<file path="config.mk">
export PLATFORM = sky130hd
export DESIGN_NAME = compacting_array_list
export DESIGN_NICKNAME = d
export VERILOG_FILES = /design/src/hdl/cal_pkg.sv /design/src/hdl/compacting_array_list.sv /design/src/hdl/cal_ram.sv
export SDC_FILE = /design/constraint.sdc
export NUM_CORES = 2
export LEC_CHECK = 0
export BUFFER_PORTS_ARGS = -buffer_cell sky130_fd_sc_hd__buf_2
export CAP_MARGIN = 10
export CORE_AREA = 2 2 394 396
export CTS_CLUSTER_SIZE = 14
export DETAILED_ROUTE_END_ITERATION = 7
export DIE_AREA = 0 0 396 398
export PLACE_DENSITY = 0.7
export SLEW_MARGIN = 20
export SYNTH_ARGS = -nofsm -noshare
export SYNTH_HDL_FRONTEND = slang
export SYNTH_SLANG_ARGS = --single-unit
export TNS_END_PERCENT = 1
</file>
<file path="constraint.sdc">
create_clock -name i_clk -period 10.63 [get_ports i_clk]
set_input_delay 0 -clock i_clk [delete_from_list [all_inputs] [get_ports i_clk]]
set_output_delay 0 -clock i_clk [all_outputs]
set_load 0.01 [all_outputs]
</file>
<file path="src/hdl/cal_pkg.sv">
// ----------------------------------------------------------------------------
// cal_pkg
// Shared types and constants for the compacting array list.
// ----------------------------------------------------------------------------
package cal_pkg;

    // Sizing
    localparam int LIST_DEPTH = 64;
    localparam int DATA_WIDTH = 32;
    localparam int ADDR_W     = (LIST_DEPTH > 1) ? $clog2(LIST_DEPTH) : 1;
    localparam int CNT_W      = $clog2(LIST_DEPTH + 1);

    // Fixed field widths
    localparam int KIND_W   = 3;
    localparam int STATUS_W = 2;
    localparam int ICOUNT_W = 7;

    // Operation codes
    typedef enum logic [KIND_W-1:0] {
        KIND_INSERT = 3'd0,
        KIND_FIRST  = 3'd1,
        KIND_NEXT   = 3'd2,
        KIND_REMOVE = 3'd3,
        KIND_CLEAR  = 3'd4
    } t_kind;

    // Result status codes
    typedef enum logic [STATUS_W-1:0] {
        ST_OK   = 2'd0,
        ST_FULL = 2'd1,
        ST_NONE = 2'd2
    } t_status;

    // Controller states
    typedef enum logic [1:0] {
        S_IDLE,
        S_READ,
        S_RM_HEAD,
        S_SHIFT
    } t_state;

endpackage

</file>
<file path="src/hdl/compacting_array_list.sv">
// ----------------------------------------------------------------------------
// compacting_array_list
// Ordered list held in one RAM, with a read cursor and compaction on remove.
// ----------------------------------------------------------------------------
//  channel   | handshake              | payload
//  ----------+------------------------+---------------------------------------
//  command   | start / busy           | i_kind, i_data_value
//  result    | o_valid (1-cycle pulse) | o_status, o_data_out, o_item_count
//
//  Insert, clear, unknown kinds and rejected commands: result registered in
//  the cycle after the transfer, busy stays low. First and next: one RAM read,
//  result through the RAM output and result registers. Remove: one read of the
//  cursor entry, then one RAM read and write per later entry moved down.
//  busy is high while a read or the compaction loop is running.
//  Synchronous active-low reset empties the list and drops the cursor; the
//  RAM contents are not cleared. The result receiver cannot stall.
// ----------------------------------------------------------------------------
module compacting_array_list (
    input  logic                            i_clk,
    input  logic                            i_rst_n,
    input  logic                            start,
    output logic                            busy,
    input  logic [cal_pkg::KIND_W-1:0]      i_kind,
    input  logic [cal_pkg::DATA_WIDTH-1:0]  i_data_value,
    output logic                            o_valid,
    output logic [cal_pkg::STATUS_W-1:0]    o_status,
    output logic [cal_pkg::DATA_WIDTH-1:0]  o_data_out,
    output logic [cal_pkg::ICOUNT_W-1:0]    o_item_count
);
    import cal_pkg::*;

    // Control state
    t_state              r_state, n_state;
    logic [CNT_W-1:0]    r_count, n_count;
    logic                r_cur_vld, n_cur_vld;
    logic [ADDR_W-1:0]   r_cur, n_cur;
    logic [ADDR_W-1:0]   r_idx, n_idx;

    // Result registers
    logic                r_valid, n_valid;
    t_status             r_status, n_status;
    logic [DATA_WIDTH-1:0] r_data, n_data;

    // RAM port signals
    logic                  w_we;
    logic [ADDR_W-1:0]     w_waddr;
    logic [DATA_WIDTH-1:0] w_wdata;
    logic [ADDR_W-1:0]     w_raddr;
    logic [DATA_WIDTH-1:0] w_rdata;

    // Decode helpers
    logic                w_accept;
    t_kind               w_kind;
    logic [CNT_W-1:0]    w_next_pos;
    logic                w_next_ok;
    logic                w_rm_ok;
    logic                w_full;
    logic                w_more_head;
    logic                w_more_shift;

    assign busy     = (r_state != S_IDLE);
    assign w_accept = start && !busy;
    assign w_kind   = t_kind'(i_kind);

    assign w_next_pos   = r_cur_vld ? (CNT_W'(r_cur) + CNT_W'(1)) : '0;
    assign w_next_ok    = (w_next_pos < r_count);
    assign w_rm_ok      = r_cur_vld && (CNT_W'(r_cur) < r_count);
    assign w_full       = (r_count >= CNT_W'(LIST_DEPTH));
    assign w_more_head  = ((CNT_W'(r_cur) + CNT_W'(1)) < r_count);
    assign w_more_shift = ((CNT_W'(r_idx) + CNT_W'(2)) < r_count);

    // Entry store
    cal_ram #(
        .WIDTH (DATA_WIDTH),
        .DEPTH (LIST_DEPTH)
    ) u_store (
        .i_clk   (i_clk),
        .i_we    (w_we),
        .i_waddr (w_waddr),
        .i_wdata (w_wdata),
        .i_raddr (w_raddr),
        .o_rdata (w_rdata)
    );

    // Next state
    always_comb begin
        n_state = r_state;
        unique case (r_state)
            S_IDLE: begin
                if (w_accept) begin
                    priority if (w_kind == KIND_FIRST && r_count != '0) begin
                        n_state = S_READ;
                    end else if (w_kind == KIND_NEXT && w_next_ok) begin
                        n_state = S_READ;
                    end else if (w_kind == KIND_REMOVE && w_rm_ok) begin
                        n_state = S_RM_HEAD;
                    end else begin
                        n_state = S_IDLE;
                    end
                end
            end
            S_READ:    n_state = S_IDLE;
            S_RM_HEAD: n_state = w_more_head ? S_SHIFT : S_IDLE;
            S_SHIFT:   n_state = w_more_shift ? S_SHIFT : S_IDLE;
            default:   n_state = S_IDLE;
        endcase
    end

    // Datapath, RAM control and result
    always_comb begin
        n_count   = r_count;
        n_cur_vld = r_cur_vld;
        n_cur     = r_cur;
        n_idx     = r_idx;
        n_valid   = 1'b0;
        n_status  = r_status;
        n_data    = r_data;
        w_we      = 1'b0;
        w_waddr   = r_count[ADDR_W-1:0];
        w_wdata   = i_data_value;
        w_raddr   = r_cur;

        unique case (r_state)
            S_IDLE: begin
                if (w_accept) begin
                    n_valid  = 1'b1;
                    n_status = ST_OK;
                    n_data   = '0;
                    unique case (w_kind)
                        KIND_INSERT: begin
                            if (w_full) begin
                                n_status = ST_FULL;
                            end else begin
                                w_we    = 1'b1;
                                n_count = r_count + CNT_W'(1);
                            end
                        end
                        KIND_FIRST: begin
                            if (r_count == '0) begin
                                n_status = ST_NONE;
                            end else begin
                                // result comes back from the RAM next cycle
                                n_valid   = 1'b0;
                                w_raddr   = '0;
                                n_cur_vld = 1'b1;
                                n_cur     = '0;
                            end
                        end
                        KIND_NEXT: begin
                            if (!w_next_ok) begin
                                n_status = ST_NONE;
                            end else begin
                                n_valid   = 1'b0;
                                w_raddr   = w_next_pos[ADDR_W-1:0];
                                n_cur_vld = 1'b1;
                                n_cur     = w_next_pos[ADDR_W-1:0];
                            end
                        end
                        KIND_REMOVE: begin
                            if (!w_rm_ok) begin
                                n_status = ST_NONE;
                            end else begin
                                n_valid = 1'b0;
                                w_raddr = r_cur;
                            end
                        end
                        KIND_CLEAR: begin
                            n_count   = '0;
                            n_cur_vld = 1'b0;
                        end
                        default: begin
                        end
                    endcase
                end
            end

            S_READ: begin
                n_valid  = 1'b1;
                n_status = ST_OK;
                n_data   = w_rdata;
            end

            S_RM_HEAD: begin
                // removed entry arrives; start moving later entries down
                n_data   = w_rdata;
                n_status = ST_OK;
                n_idx    = r_cur;
                w_raddr  = r_cur + ADDR_W'(1);
                if (!w_more_head) begin
                    n_valid   = 1'b1;
                    n_count   = r_count - CNT_W'(1);
                    n_cur_vld = (r_cur != '0);
                    n_cur     = r_cur - ADDR_W'(1);
                end
            end

            S_SHIFT: begin
                // entry idx+1 is on the read port: write it to idx
                w_we    = 1'b1;
                w_waddr = r_idx;
                w_wdata = w_rdata;
                w_raddr = r_idx + ADDR_W'(2);
                n_idx   = r_idx + ADDR_W'(1);
                if (!w_more_shift) begin
                    n_valid   = 1'b1;
                    n_count   = r_count - CNT_W'(1);
                    n_cur_vld = (r_cur != '0);
                    n_cur     = r_cur - ADDR_W'(1);
                end
            end

            default: begin
            end
        endcase
    end

    // Control registers
    always_ff @(posedge i_clk) begin
        if (!i_rst_n) begin
            r_state   <= S_IDLE;
            r_count   <= '0;
            r_cur_vld <= 1'b0;
            r_valid   <= 1'b0;
        end else begin
            r_state   <= n_state;
            r_count   <= n_count;
            r_cur_vld <= n_cur_vld;
            r_valid   <= n_valid;
        end
    end

    // Payload registers
    always_ff @(posedge i_clk) begin
        r_cur    <= n_cur;
        r_idx    <= n_idx;
        r_status <= n_status;
        r_data   <= n_data;
    end

    assign o_valid      = r_valid;
    assign o_status     = r_status;
    assign o_data_out   = r_data;
    assign o_item_count = ICOUNT_W'(r_count);

endmodule

</file>
<file path="src/hdl/cal_ram.sv">
// ----------------------------------------------------------------------------
// cal_ram
// Generic simple dual-port RAM: one write port, one read port, registered read.
// ----------------------------------------------------------------------------
module cal_ram #(
    parameter int WIDTH = 32,
    parameter int DEPTH = 64
) (
    input  logic                                     i_clk,
    input  logic                                     i_we,
    input  logic [((DEPTH > 1) ? $clog2(DEPTH) : 1)-1:0] i_waddr,
    input  logic [WIDTH-1:0]                         i_wdata,
    input  logic [((DEPTH > 1) ? $clog2(DEPTH) : 1)-1:0] i_raddr,
    output logic [WIDTH-1:0]                         o_rdata
);

    logic [WIDTH-1:0] r_mem [DEPTH];

    // Write port
    always_ff @(posedge i_clk) begin
        if (i_we) begin
            r_mem[i_waddr] <= i_wdata;
        end
    end

    // Registered read port
    always_ff @(posedge i_clk) begin
        o_rdata <= r_mem[i_raddr];
    end

endmodule
</file>
==> flow_metrics.env <==
export IMPL_status="finished, final reports clean"
export IMPL_worst_path_max_fanout=59
export IMPL_grt_pass1_vias=49800
export IMPL_grt_max_degree=163
export IMPL_drc=0
export IMPL_multi_input_area_sq_mm=0.0207
export IMPL_top_usage_layer="met2"
export IMPL_grt_usage_pct=29.3
export IMPL_port_buffer_count=80
export IMPL_postCtsSetupBuffers=0
export IMPL_hold_buffers=9
export IMPL_clockRootBuffer="clkbuf_16"
export IMPL_synth_most_common_cell="edfxtp_1"
export IMPL_power_w=0.0243
export IMPL_synth_edf_count=2094
export IMPL_io_pins=81
export IMPL_core_area_sq_mm=0.153
export IMPL_initial_utilization_pct=55.7
export IMPL_synthCells=5981
export IMPL_fill_cells=11000
export IMPL_cp_cell_sequence="ha_1 -> nand3_1 -> xnor2_1 -> and2_1 -> ha_1 -> a21oi_1 -> o21ai_0 -> o31ai_1 -> o311a_4 -> buf_4 -> buf_4 -> mux2i_1 -> mux2i_1 -> o22ai_1 -> nor4_1 -> and3_1"
export IMPL_finalCriticalPeriod_ps=6850
export IMPL_ant_nets=0
export IMPL_via_per_inst=6.34
export IMPL_cp_top_family="compound AO/OA/AOI/OAI gates"
export IMPL_clock_sinks=2137
export IMPL_postCtsResizedCells=0
export IMPL_dp_cells=7896
export IMPL_dp_hpwl_um=120000
export IMPL_die_w_um=396
export IMPL_slew_viol_final=0
export IMPL_ys_seq_elements=2137
export IMPL_endpoint_kind="register"
export IMPL_drt_wirelength_per_cell_um=28.2
export IMPL_grt_pass1_wl_um=336000
export IMPL_vdd_drop_max_mv=0.235
export IMPL_register_area_sq_mm=0.0637
export IMPL_synth_sequential_area_ratio_pct=74.7
export IMPL_critPathKind="register to register"
export IMPL_ys_types=60
export IMPL_max_freq_ghz=0.146
export IMPL_total_leakage_power_nw=33.0
export IMPL_totalNegativeSetupSlack_ps=0
export IMPL_worstSetupPathDepth=16
export IMPL_worstSkewPairLatency_ps=830
export IMPL_r2r_cells=16
export IMPL_worstPathArrival_ps=7630
export IMPL_crit_buf_inv=2
export IMPL_h_tree_depth=4
export IMPL_ys_async_sr_fraction_pct=0
export IMPL_via_count=52600
export IMPL_clock_path_buffers=3
export IMPL_rsz0062_at_grt="false"
export IMPL_slew_headroom_pct=23.1
export IMPL_worstPathRequired_ps=11410
export IMPL_synth_ff_type="edfxtp_1"
export IMPL_finClkSkew_ps=34.5
export IMPL_ys_top_cells_by_count="edfxtp_1, nand2_1, mux2i_1"
export IMPL_firstDrtPassIters=6
export IMPL_antenna_found_initial=13
export IMPL_min_period_over_period_pct=64.5
export IMPL_wirelength_um=234000
export IMPL_hold_path_class="primary input to register"
export IMPL_clkTransAtPathRegs_ps=70
export IMPL_finish_utilization_pct=62.0
export IMPL_design_die_area_sq_mm=0.158
export IMPL_gp_congestion=0.877
export IMPL_syn2layout_area_growth_pct=11.5
export IMPL_synth_top_area_cell="edfxtp_1"
export IMPL_worst_slew_pin_slew_ps=1140
export IMPL_stdcell_count=8291
export IMPL_yosysTopAreaCellShare_pct=73.7
export IMPL_rows=144
export IMPL_synth_fp_nets=6054
export IMPL_max_cap_violations=0
export IMPL_cts_buffers=203
export IMPL_drt_iter0_markers=7931
export IMPL_synthTopCellsByArea="edfxtp_1, mux2i_1, nand2_1"
export IMPL_drive_above_1_share_pct=10.0
export IMPL_cts_tree="built"
export IMPL_grt_overflow_total=0
export IMPL_startpoint_type="register"
export IMPL_die_h_um=398
export IMPL_hold_viol_final=0
export IMPL_avgSynthCellArea_sq_um=14.3
export IMPL_layout_nets=6139
export IMPL_met3_usage_pct=4.86
export IMPL_whs_path_depth=2
export IMPL_crit_path_max_incr_delay_ps=970
export IMPL_ys_warn_count=0
export IMPL_grt_use_met2_pct=45.7
export IMPL_crit_slowest_cell="o311a_4"
export IMPL_setup_viol=0
export IMPL_gr_usage_met1_pct=41.0
export IMPL_synthesis_area_sq_mm=0.0853
export IMPL_cellPowerDensity_mw_per_mm2=255
final timing paths:
path | endpoint | slack (ps) | from
max | u_store.o_rdata[28]$_DFF_P_ | 3780 | r_cur[0]$_DFFE_PP_
min | u_store.r_mem[0][5]$_DFFE_PP_ | 20 | i_data_value[5]
max reg2reg | u_store.o_rdata[28]$_DFF_P_ | 3780 | r_cur[0]$_DFFE_PP_
min reg2reg | o_data_out[4]$_SDFFCE_PN0P_ | 540 | u_store.o_rdata[4]$_DFF_P_
cells in the final DEF, fill, tap and decap left out, types with 22 or more instances in the layout:
| master | instances |
|---|---|
| edfxtp_1 | 2094 |
| nand2_1 | 1321 |
| mux2i_1 | 584 |
| nand3_1 | 532 |
| a21oi_1 | 411 |
| clkbuf_16 | 207 |
| buf_4 | 138 |
| buf_2 | 80 |
| nor4_1 | 76 |
| o32ai_1 | 69 |
| o22ai_1 | 67 |
| clkbuf_1 | 65 |
| nor2_4 | 64 |
| and2_1 | 43 |
| dfxtp_1 | 43 |
| clkinv_1 | 39 |
| and3_1 | 36 |
| ha_1 | 34 |
| nor2_1 | 24 |
| mux2_4 | 24 |
| inv_1 | 22 |
| nor4_2 | 22 |
area by class of cell:
type / instances / share of cell area, %
Inverter: 22 / 0.0868
Tap cell: 2044 / 2.69
Antenna cell: 17 / 0.0447
Sequential cell: 2137 / 67.0
Clock buffer: 281 / 5.83
Timing Repair Buffer: 237 / 1.81
Clock inverter: 88 / 0.801
Multi-Input combinational cell: 3465 / 21.7
layer usage:
layer	wire length, um	vias to the layer above
met2	109000	3239
met3	25800	494
met1	89100	26300
met5	29	-
li1	-	22500
met4	10300	4
cells by family after synthesis:
group / synth area share [%]
AND/OR/NAND/NOR: 11.0
AO/OA/AOI/OAI: 4.43
XOR/XNOR: 0.113
buffers and inverters: 2.01
flip-flops: 74.7
adder cells (fa/ha/maj): 0.513
multiplexers: 7.27
flip-flops by register name (all words and copies together), names as in the netlist:
| name | cells |
|---|---|
| r_cur | 6 |
| r_cur_vld | 1 |
| u_store.r_mem | 2048 |
| r_state | 2 |
| o_data_out | 32 |
| o_valid | 1 |
| o_status | 2 |
| u_store.o_rdata | 32 |
| o_item_count | 7 |
| r_idx | 6 |
per-stage QoR:
| stage | area [sq um] | hold WS (ps) | worst slack [ps] |
|---|---|---|---|
| 6_report | 95100 | 20.9 | 3780 |
| 5_1_grt | 95100 | 38.3 | 3530 |
| 3_3_place_gp | 88500 | 355 | 3390 |
| 3_5_place_dp | 88600 | 379 | 3830 |
| 2_1_floorplan | 85300 | 171 | 6780 |
| 4_1_cts | 95000 | 23.4 | 3850 |
worst register-to-register path: stages, from the launching register on:
cell      delay [ps]
edfxtp_1         650
ha_1             330
nand3_1          150
xnor2_1          410
and2_1           190
ha_1             250
a21oi_1          180
o21ai_0          180
o31ai_1          560
o311a_4          970
buf_4            880
buf_4            540
mux2i_1          140
mux2i_1          210
o22ai_1          170
nor4_1           710
and3_1           270
where the power goes:
group	total, W	internal (W)	leakage, nW	switching, W
sequential	0.00956	0.00941	19.2	0.000156
clock	0.00692	0.00386	3.06	0.00306
combinational	0.00782	0.00254	10.7	0.00528
total	0.0243	0.0158	33.0	0.00849
Power figures use the tool's default switching activity.
